[config.mk]
export PLATFORM = sky130hd
export DESIGN_NAME = wav_riff_chunk_parser
export DESIGN_NICKNAME = d
export VERILOG_FILES = /design/src/design/wrcp_pkg.sv /design/src/design/wrcp_in_stage.sv /design/src/design/wrcp_parser.sv /design/src/design/wrcp_out_stage.sv /design/src/design/wav_riff_chunk_parser.sv
export SDC_FILE = /design/constraint.sdc
export NUM_CORES = 1
export LEC_CHECK = 0
export ABC_AREA = 1
export BUFFER_PORTS_ARGS = -buffer_cell sky130_fd_sc_hd__buf_2
export CAP_MARGIN = 10
export CORE_MARGIN = 3
export CORE_UTILIZATION = 55
export DETAILED_ROUTE_END_ITERATION = 7
export PLACE_DENSITY = 0.76
export SLEW_MARGIN = 0
export SYNTH_ARGS = -nofsm -noshare
export SYNTH_HDL_FRONTEND = slang
export SYNTH_SLANG_ARGS = --single-unit
[constraint.sdc]
create_clock -name clk_i -period 3.9 [get_ports clk_i]
set_input_delay 0.195 -clock clk_i [delete_from_list [all_inputs] [get_ports clk_i]]
set_output_delay 0.195 -clock clk_i [all_outputs]
set_load 0.01 [all_outputs]
[src/design/wrcp_pkg.sv]
`default_nettype none
package wrcp_pkg;

  localparam logic [63:0] MAGIC_RIFF_WAVE = 64'h5249_4646_5741_5645;  // "RIFF" .. "WAVE"
  localparam logic [31:0] ID_FMT          = 32'h666D_7420;            // "fmt "
  localparam logic [31:0] ID_DATA         = 32'h6461_7461;            // "data"
  localparam logic [31:0] FMT_MIN_SIZE    = 32'd16;
  localparam logic [15:0] FORMAT_PCM      = 16'd1;
  localparam logic [15:0] PCM_BITS        = 16'd16;

  localparam logic [1:0] ST_OK       = 2'd0;
  localparam logic [1:0] ST_NOT_WAVE = 2'd1;
  localparam logic [1:0] ST_BAD      = 2'd2;

  typedef struct packed {
    logic [7:0] in_byte;
    logic       end_of_file;
  } in_item_t;

  typedef struct packed {
    logic [7:0]  payload_byte;
    logic        payload_valid;
    logic        done_res;
    logic [1:0]  status;
    logic [1:0]  channel_count;
    logic [31:0] pcm_rate;
    logic [30:0] frame_count;
  } res_t;

endpackage
`default_nettype wire

[src/design/wrcp_in_stage.sv]
`default_nettype none
module wrcp_in_stage import wrcp_pkg::*; (
  input  wire logic     clk_i,
  input  wire logic     rst_ni,
  input  wire logic     in_valid_i,
  input  wire logic     [7:0] in_byte_i,
  input  wire logic     end_of_file_i,
  output logic          in_stall_o,
  input  wire logic     advance_i,
  output logic          vld_o,
  output in_item_t      item_o
);

  logic     vld_q, vld_d;
  in_item_t item_q;
  logic     accept;

  assign in_stall_o = vld_q && !advance_i;
  assign accept     = in_valid_i && !in_stall_o;

  always_comb begin
    vld_d = vld_q;
    if (accept) begin
      vld_d = 1'b1;
    end else if (advance_i) begin
      vld_d = 1'b0;
    end
  end

  always_ff @(posedge clk_i or negedge rst_ni) begin
    if (!rst_ni) begin
      vld_q <= 1'b0;
    end else begin
      vld_q <= vld_d;
    end
  end

  always_ff @(posedge clk_i) begin
    if (accept) begin
      item_q.in_byte     <= in_byte_i;
      item_q.end_of_file <= end_of_file_i;
    end
  end

  assign vld_o  = vld_q;
  assign item_o = item_q;

endmodule
`default_nettype wire

[src/design/wrcp_parser.sv]
`default_nettype none
module wrcp_parser import wrcp_pkg::*; (
  input  wire logic     clk_i,
  input  wire logic     rst_ni,
  input  wire logic     advance_i,
  input  wire in_item_t item_i,
  output logic          has_res_o,
  output res_t          res_o
);

  typedef enum logic [6:0] {
    PH_HDR  = 7'b0000001,
    PH_CHDR = 7'b0000010,
    PH_FMT  = 7'b0000100,
    PH_SKIP = 7'b0001000,
    PH_PAD  = 7'b0010000,
    PH_DATA = 7'b0100000,
    PH_IDLE = 7'b1000000
  } phase_e;

  phase_e      phase_q, phase_d;
  logic [3:0]  pos_q, pos_d;
  logic [63:0] gather_q, gather_d;
  logic [31:0] skip_q, skip_d;
  logic        pad_q, pad_d;
  logic [15:0] tag_q, tag_d;
  logic [15:0] ch_q, ch_d;
  logic [15:0] bits_q, bits_d;
  logic [31:0] rate_q, rate_d;
  logic [31:0] dlen_q, dlen_d;

  logic [7:0]  b;
  logic        eof;
  logic [63:0] gshift;
  logic [31:0] chunk_id;
  logic [31:0] chunk_size;
  logic [31:0] skip_dec;
  logic        fmt_ok;
  logic        pv, done, silent;
  logic [1:0]  st;

  assign b          = item_i.in_byte;
  assign eof        = item_i.end_of_file;
  assign gshift     = {gather_q[55:0], b};
  assign chunk_id   = gshift[63:32];
  assign chunk_size = {gshift[7:0], gshift[15:8], gshift[23:16], gshift[31:24]};
  assign skip_dec   = (skip_q != 32'd0) ? (skip_q - 32'd1) : skip_q;

  assign fmt_ok = (tag_q == FORMAT_PCM) && (bits_q == PCM_BITS) &&
                  ((ch_q == 16'd1) || (ch_q == 16'd2)) && (rate_q != 32'd0) &&
                  (dlen_q >= {15'd0, ch_q, 1'b0});

  always_comb begin
    phase_d  = phase_q;
    pos_d    = pos_q;
    gather_d = gather_q;
    skip_d   = skip_q;
    pad_d    = pad_q;
    tag_d    = tag_q;
    ch_d     = ch_q;
    bits_d   = bits_q;
    rate_d   = rate_q;
    dlen_d   = dlen_q;
    pv       = 1'b0;
    done     = 1'b0;
    silent   = 1'b0;
    st       = ST_OK;

    unique case (phase_q)
      PH_HDR: begin
        if (pos_q == 4'd0) begin
          tag_d  = '0;
          ch_d   = '0;
          bits_d = '0;
          rate_d = '0;
          dlen_d = '0;
        end
        // the size field in bytes 4..7 is not kept
        if (pos_q < 4'd4 || pos_q >= 4'd8) begin
          gather_d = gshift;
        end
        pos_d = pos_q + 4'd1;
        if (pos_q == 4'd11) begin
          pos_d = '0;
          if (gshift == MAGIC_RIFF_WAVE) begin
            phase_d = PH_CHDR;
          end else begin
            done = 1'b1;
            st   = ST_NOT_WAVE;
          end
        end
      end
      PH_CHDR: begin
        gather_d = gshift;
        pos_d    = pos_q + 4'd1;
        if (pos_q == 4'd7) begin
          pos_d = '0;
          pad_d = chunk_size[0];
          if (chunk_id == ID_FMT && chunk_size >= FMT_MIN_SIZE) begin
            skip_d  = chunk_size - FMT_MIN_SIZE;
            phase_d = PH_FMT;
          end else if (chunk_id == ID_DATA) begin
            dlen_d = chunk_size;
            skip_d = chunk_size;
            if (chunk_size == 32'd0) begin
              done = 1'b1;
              st   = ST_BAD;
            end else begin
              phase_d = PH_DATA;
            end
          end else begin
            skip_d = chunk_size;
            // a zero size has no pad byte
            phase_d = (chunk_size != 32'd0) ? PH_SKIP : PH_CHDR;
          end
        end
      end
      PH_FMT: begin
        case (pos_q)
          4'd0:    tag_d[7:0]    = b;
          4'd1:    tag_d[15:8]   = b;
          4'd2:    ch_d[7:0]     = b;
          4'd3:    ch_d[15:8]    = b;
          4'd4:    rate_d[7:0]   = b;
          4'd5:    rate_d[15:8]  = b;
          4'd6:    rate_d[23:16] = b;
          4'd7:    rate_d[31:24] = b;
          4'd14:   bits_d[7:0]   = b;
          4'd15:   bits_d[15:8]  = b;
          default: ;
        endcase
        pos_d = pos_q + 4'd1;
        if (pos_q == 4'd15) begin
          pos_d = '0;
          if (skip_q != 32'd0) begin
            phase_d = PH_SKIP;
          end else begin
            phase_d = pad_q ? PH_PAD : PH_CHDR;
          end
        end
      end
      PH_SKIP: begin
        skip_d = skip_dec;
        if (skip_dec == 32'd0) begin
          phase_d = pad_q ? PH_PAD : PH_CHDR;
        end
      end
      PH_PAD: begin
        pad_d   = 1'b0;
        phase_d = PH_CHDR;
      end
      PH_DATA: begin
        pv     = fmt_ok;
        skip_d = skip_dec;
        if (skip_dec == 32'd0) begin
          done = 1'b1;
          st   = fmt_ok ? ST_OK : ST_BAD;
        end
      end
      PH_IDLE: begin
        // trailing bytes: wait for the flagged last byte
        silent = 1'b1;
        if (eof) begin
          phase_d = PH_HDR;
          pos_d   = '0;
        end
      end
      default: begin
        silent  = 1'b1;
        phase_d = PH_HDR;
        pos_d   = '0;
      end
    endcase

    if (!silent) begin
      if (done) begin
        phase_d = eof ? PH_HDR : PH_IDLE;
        pos_d   = '0;
      end else if (eof) begin
        done    = 1'b1;
        st      = (phase_d == PH_HDR) ? ST_NOT_WAVE : ST_BAD;
        phase_d = PH_HDR;
        pos_d   = '0;
      end
    end
  end

  always_comb begin
    has_res_o           = done || pv;
    res_o.payload_byte  = pv ? b : 8'd0;
    res_o.payload_valid = pv;
    res_o.done_res      = done;
    res_o.status        = done ? st : ST_OK;
    res_o.channel_count = '0;
    res_o.pcm_rate      = '0;
    res_o.frame_count   = '0;
    if (done && st == ST_OK) begin
      // channels is 1 or 2 here, so the divide is a shift
      res_o.channel_count = ch_q[1:0];
      res_o.pcm_rate      = rate_q;
      res_o.frame_count   = (ch_q == 16'd1) ? dlen_q[31:1] : {1'b0, dlen_q[31:2]};
    end
  end

  always_ff @(posedge clk_i or negedge rst_ni) begin
    if (!rst_ni) begin
      phase_q  <= PH_HDR;
      pos_q    <= '0;
      gather_q <= '0;
      skip_q   <= '0;
      pad_q    <= 1'b0;
      tag_q    <= '0;
      ch_q     <= '0;
      bits_q   <= '0;
      rate_q   <= '0;
      dlen_q   <= '0;
    end else if (advance_i) begin
      phase_q  <= phase_d;
      pos_q    <= pos_d;
      gather_q <= gather_d;
      skip_q   <= skip_d;
      pad_q    <= pad_d;
      tag_q    <= tag_d;
      ch_q     <= ch_d;
      bits_q   <= bits_d;
      rate_q   <= rate_d;
      dlen_q   <= dlen_d;
    end
  end

endmodule
`default_nettype wire

[src/design/wrcp_out_stage.sv]
`default_nettype none
module wrcp_out_stage import wrcp_pkg::*; (
  input  wire logic clk_i,
  input  wire logic rst_ni,
  input  wire logic advance_i,
  input  wire logic has_res_i,
  input  wire res_t res_i,
  output logic      free_o,
  output logic      out_valid_o,
  input  wire logic out_stall_i,
  output res_t      res_o
);

  logic vld_q, vld_d;
  res_t res_q;

  // room next edge if empty or the held request leaves now
  assign free_o = !vld_q || !out_stall_i;

  always_comb begin
    vld_d = vld_q;
    if (advance_i) begin
      vld_d = has_res_i;
    end else if (vld_q && !out_stall_i) begin
      vld_d = 1'b0;
    end
  end

  always_ff @(posedge clk_i or negedge rst_ni) begin
    if (!rst_ni) begin
      vld_q <= 1'b0;
    end else begin
      vld_q <= vld_d;
    end
  end

  always_ff @(posedge clk_i) begin
    if (advance_i && has_res_i) begin
      res_q <= res_i;
    end
  end

  assign out_valid_o = vld_q;
  assign res_o       = res_q;

endmodule
`default_nettype wire

[src/design/wav_riff_chunk_parser.sv]
// Flow: a byte accepted into the input register is parsed from that register, and its
//   request, if any, is registered in the output stage when the byte advances.
// Throughput: one byte per cycle while the output is not stalled; the parser state
//   step between the input and result registers sets that figure.
// Reset (async, active low): both stages empty, parser expects a RIFF header.
`default_nettype none
module wav_riff_chunk_parser import wrcp_pkg::*; (
  input  wire logic        clk_i,
  input  wire logic        rst_ni,
  input  wire logic        in_valid_i,
  output logic             in_stall_o,
  input  wire logic [7:0]  in_byte_i,
  input  wire logic        end_of_file_i,
  output logic             out_valid_o,
  input  wire logic        out_stall_i,
  output logic [7:0]       payload_byte_o,
  output logic             payload_valid_o,
  output logic             done_res_o,
  output logic [1:0]       status_o,
  output logic [1:0]       channel_count_o,
  output logic [31:0]      pcm_rate_o,
  output logic [30:0]      frame_count_o
);

  logic     in_vld;
  in_item_t item;
  logic     out_free;
  logic     advance;
  logic     has_res;
  res_t     res_new;
  res_t     res_out;

  assign advance = in_vld && out_free;

  wrcp_in_stage u_in (
    .clk_i        (clk_i),
    .rst_ni       (rst_ni),
    .in_valid_i   (in_valid_i),
    .in_byte_i    (in_byte_i),
    .end_of_file_i(end_of_file_i),
    .in_stall_o   (in_stall_o),
    .advance_i    (advance),
    .vld_o        (in_vld),
    .item_o       (item)
  );

  wrcp_parser u_parser (
    .clk_i    (clk_i),
    .rst_ni   (rst_ni),
    .advance_i(advance),
    .item_i   (item),
    .has_res_o(has_res),
    .res_o    (res_new)
  );

  wrcp_out_stage u_out (
    .clk_i      (clk_i),
    .rst_ni     (rst_ni),
    .advance_i  (advance),
    .has_res_i  (has_res),
    .res_i      (res_new),
    .free_o     (out_free),
    .out_valid_o(out_valid_o),
    .out_stall_i(out_stall_i),
    .res_o      (res_out)
  );

  assign payload_byte_o  = res_out.payload_byte;
  assign payload_valid_o = res_out.payload_valid;
  assign done_res_o      = res_out.done_res;
  assign status_o        = res_out.status;
  assign channel_count_o = res_out.channel_count;
  assign pcm_rate_o      = res_out.pcm_rate;
  assign frame_count_o   = res_out.frame_count;

endmodule
`default_nettype wire
==> metrics.txt <==
FF-to-FF setup slack=0.26 ns; total power=9.65 mW; CTS tree=built; post-cts sizing count=0; CP startpoint=u_parser.skip_q[0]; dominant cell type by area after synthesis=dfrtp_1; top-count cell post-synth=nand2_1; final setup TNS=0 ns; Leakage=7.86 nW; GRT Total Usage=30.9%; critical path's most frequent cell=nand2_1; Post-synth EDFFs=86; die height=178 um; Num CTS Buffers=31; Critical path buffers and inverters=2; Clock Latency Late Sink=0.60 ns; vias in the first global route=13674; Sink Count=300; DRC Markers=0; Final HPWL DP=35.4 mm; Final nets=2136; area of the core=0.0289 sq mm; Cells after Synth=1986; max frequency=275 MHz; top post-synthesis cells by area=dfrtp_1 (33%), edfxtp_1 (16%), nand2_1 (10%), o21ai_0 (7.2%), inv_1 (5.9%); share of cells above drive strength 1=13.0%; crit path cell chain=inv_1, ha_1, nand2_2, nor2_8, nand2_1, nor2_1, nand2_1, nand2_1, nand3_1, nor2_1, nand2_1, nor2_2, nand3_2, nor2_1, nor2_1, nand2_1, nand2_1, nand2_8, buf_4, nor2_4; RSZ-0062 raised after global routing=no; CTS Root Cell=clkbuf_16; Commonest cells post-synth=nand2_1 (439), inv_1 (256), o21ai_0 (234), nor2_1 (229), dfrtp_1 (213); top cell type's share of synthesized area=32.9%; H-tree levels=1; width of the die=178 um; asr flop ratio synth=71.3%; # rows=62; CP Max Fanout=27; initial core utilization=56.2%; Avg WL per Cell=19.3 um; average size of a mapped cell=8.17 sq um; Synth-to-Final Area Change=13.9%; pwr/cell area=522 mW/mm^2; maxcap violations=0; largest net degree at the start of global routing=77; gpl congestion=1.03; Clk pin slew, worst setup/hold paths=0.07 ns; critical path arrival=3.97 ns; Cell Count Post-Placement=2439; ANT cells=0; Worst-Margin Slew=1.02 ns; Setup violations, final=0; final WL=48.5 mm; CTS Buffer Depth=3; synthesized flop and latch total=300; Fin. Hold Viols=0; clk_skew=0.0215 ns; crit path kind=register to register; initial antenna violation count=2; RR Startpoint=u_parser.skip_q[0]; die footprint=0.0316 sq mm; GRT overflow=0; Worst path slowest cell=dfrtp_1; crit path capture type=register; PortBufs=91; Max stage delay on crit path=0.37 ns; DRT antenna net count=0; DR pass1 iterations=7; initial drt markers=1610; syn nets=2022; Slew Limit Fails=0; first-pass GRT wire length=75.4 mm; Layout Cells excl Fill=2509; Slew headroom=31.7%; vias per cell=5.71; cell family with most CP delay=simple AND/OR/NAND/NOR gates; Max VDD drop=0.000398 V; Hold Path Class=input port to asynchronous set/reset pin; crit path time final=3.64 ns; I/O pins=92; main flop type after synthesis=dfrtp_1; final period utilization=93.3%; nature of the critical path startpoint=register; Seq/Total Area, Yosys=49.0%; CP required=4.23 ns; Syn Std Cell Area=0.0162 sq mm; status=finished clean; via count=14321; Yosys cell types=46; yosys warns=0
-- metrics by stage --
step	utilization, %	area, sq um	setup WS, ns	hold slack [ns]
finish	64.0	18500	0.262	0.206
global route	64.0	18500	0.0276	0.252
CTS	64.0	18500	0.330	0.220
detailed placement	59.8	17200	0.361	0.269
global placement	59.8	17200	0.446	0.261
floorplan	-	16200	0.374	-0.101
-- power by group --
group / internal (mW) / switching [mW] / total (mW)
clock network: 1.89 / 1.29 / 3.18
registers: 3.63 / 0.421 / 4.05
logic: 0.609 / 1.81 / 2.42
-- area by class of cell --
cell class | count | area (sq um)
Clock buffer | 45 | 950
Clock inverter | 13 | 156
Fill cell | 2435 | 10400
Inverter | 266 | 1000
Multi-Input combinational cell | 1358 | 6990
Sequential cell | 300 | 7940
Tap cell | 384 | 480
Timing Repair Buffer | 143 | 960
-- registers in the layout (all words and copies together), names as in the netlist --
signal	count
u_parser.pos_q	4
u_parser.gather_q	56
u_in.item_o	9
u_parser.ch_q	16
u_parser.phase_q	7
u_in.vld_o	1
u_parser.rate_q	32
u_parser.tag_q	16
u_out.out_valid_o	1
u_parser.bits_q	16
u_parser.skip_q	32
u_parser.dlen_q	32
u_parser.pad_q	1
u_out.res_o	77
-- repair_timing --
| item | in CTS | in global routing |
|---|---|---|
| setup endpoints to repair | 0 | 0 |
| endpoints found under the hold margin | 84 | 0 |
| hold buffers | 12 | 0 |
| buffers inserted | 0 | 0 |
-- layout by cell type, fill, tap and decap left out, types with 12 or more instances in the layout --
cell,instances
nand4_1,54
nor2_4,54
inv_1,255
nand3_1,65
dlygate4sd3_1,12
o211ai_1,16
o21ai_0,233
o21ai_1,17
nor2_1,228
a21oi_1,39
dfrtp_1,213
edfxtp_1,86
nor4_1,31
buf_2,90
o22ai_1,42
nand2_1,439
clkbuf_16,32
nor3_1,37
buf_4,34
ha_1,23
xor2_1,33
-- per-layer routing --
| metal | GRT usage, % | vias to the layer above | part of all wire (%) |
|---|---|---|---|
| met4 | 11.5 | 4 | 4.0 |
| met3 | 5.67 | 131 | 8.5 |
| li1 | - | 6779 | - |
| met5 | 0 | - | 0.056 |
| met1 | 43.6 | 6792 | 43 |
| met2 | 47.7 | 615 | 45 |
-- logic make-up after synthesis --
| logic type | after synthesis | synth area share (%) |
|---|---|---|
| xor gates and xnor gates | 34 | 1.84 |
| AOI/OAI and AO/OA | 360 | 11.8 |
| muxes | 3 | 0.201 |
| adders and majority gates | 23 | 1.77 |
| and+or+nand+nor | 938 | 27.2 |
| DFF | 300 | 49.0 |
| buffers and inverters | 328 | 8.21 |
-- final timing paths --
path                                  endpoint  cells past startpoint
hold / removal             u_parser.skip_q[29]                      2
setup reg to reg                u_out.res_o[5]                     20
setup / recovery                u_out.res_o[5]                     20
hold reg to reg             u_parser.bits_q[5]                      2
max in group asynchronous  u_parser.dlen_q[27]                      3
min in group clk_i              u_in.item_o[4]                      2
No activity file was read; power rests on OpenSTA's default activity.
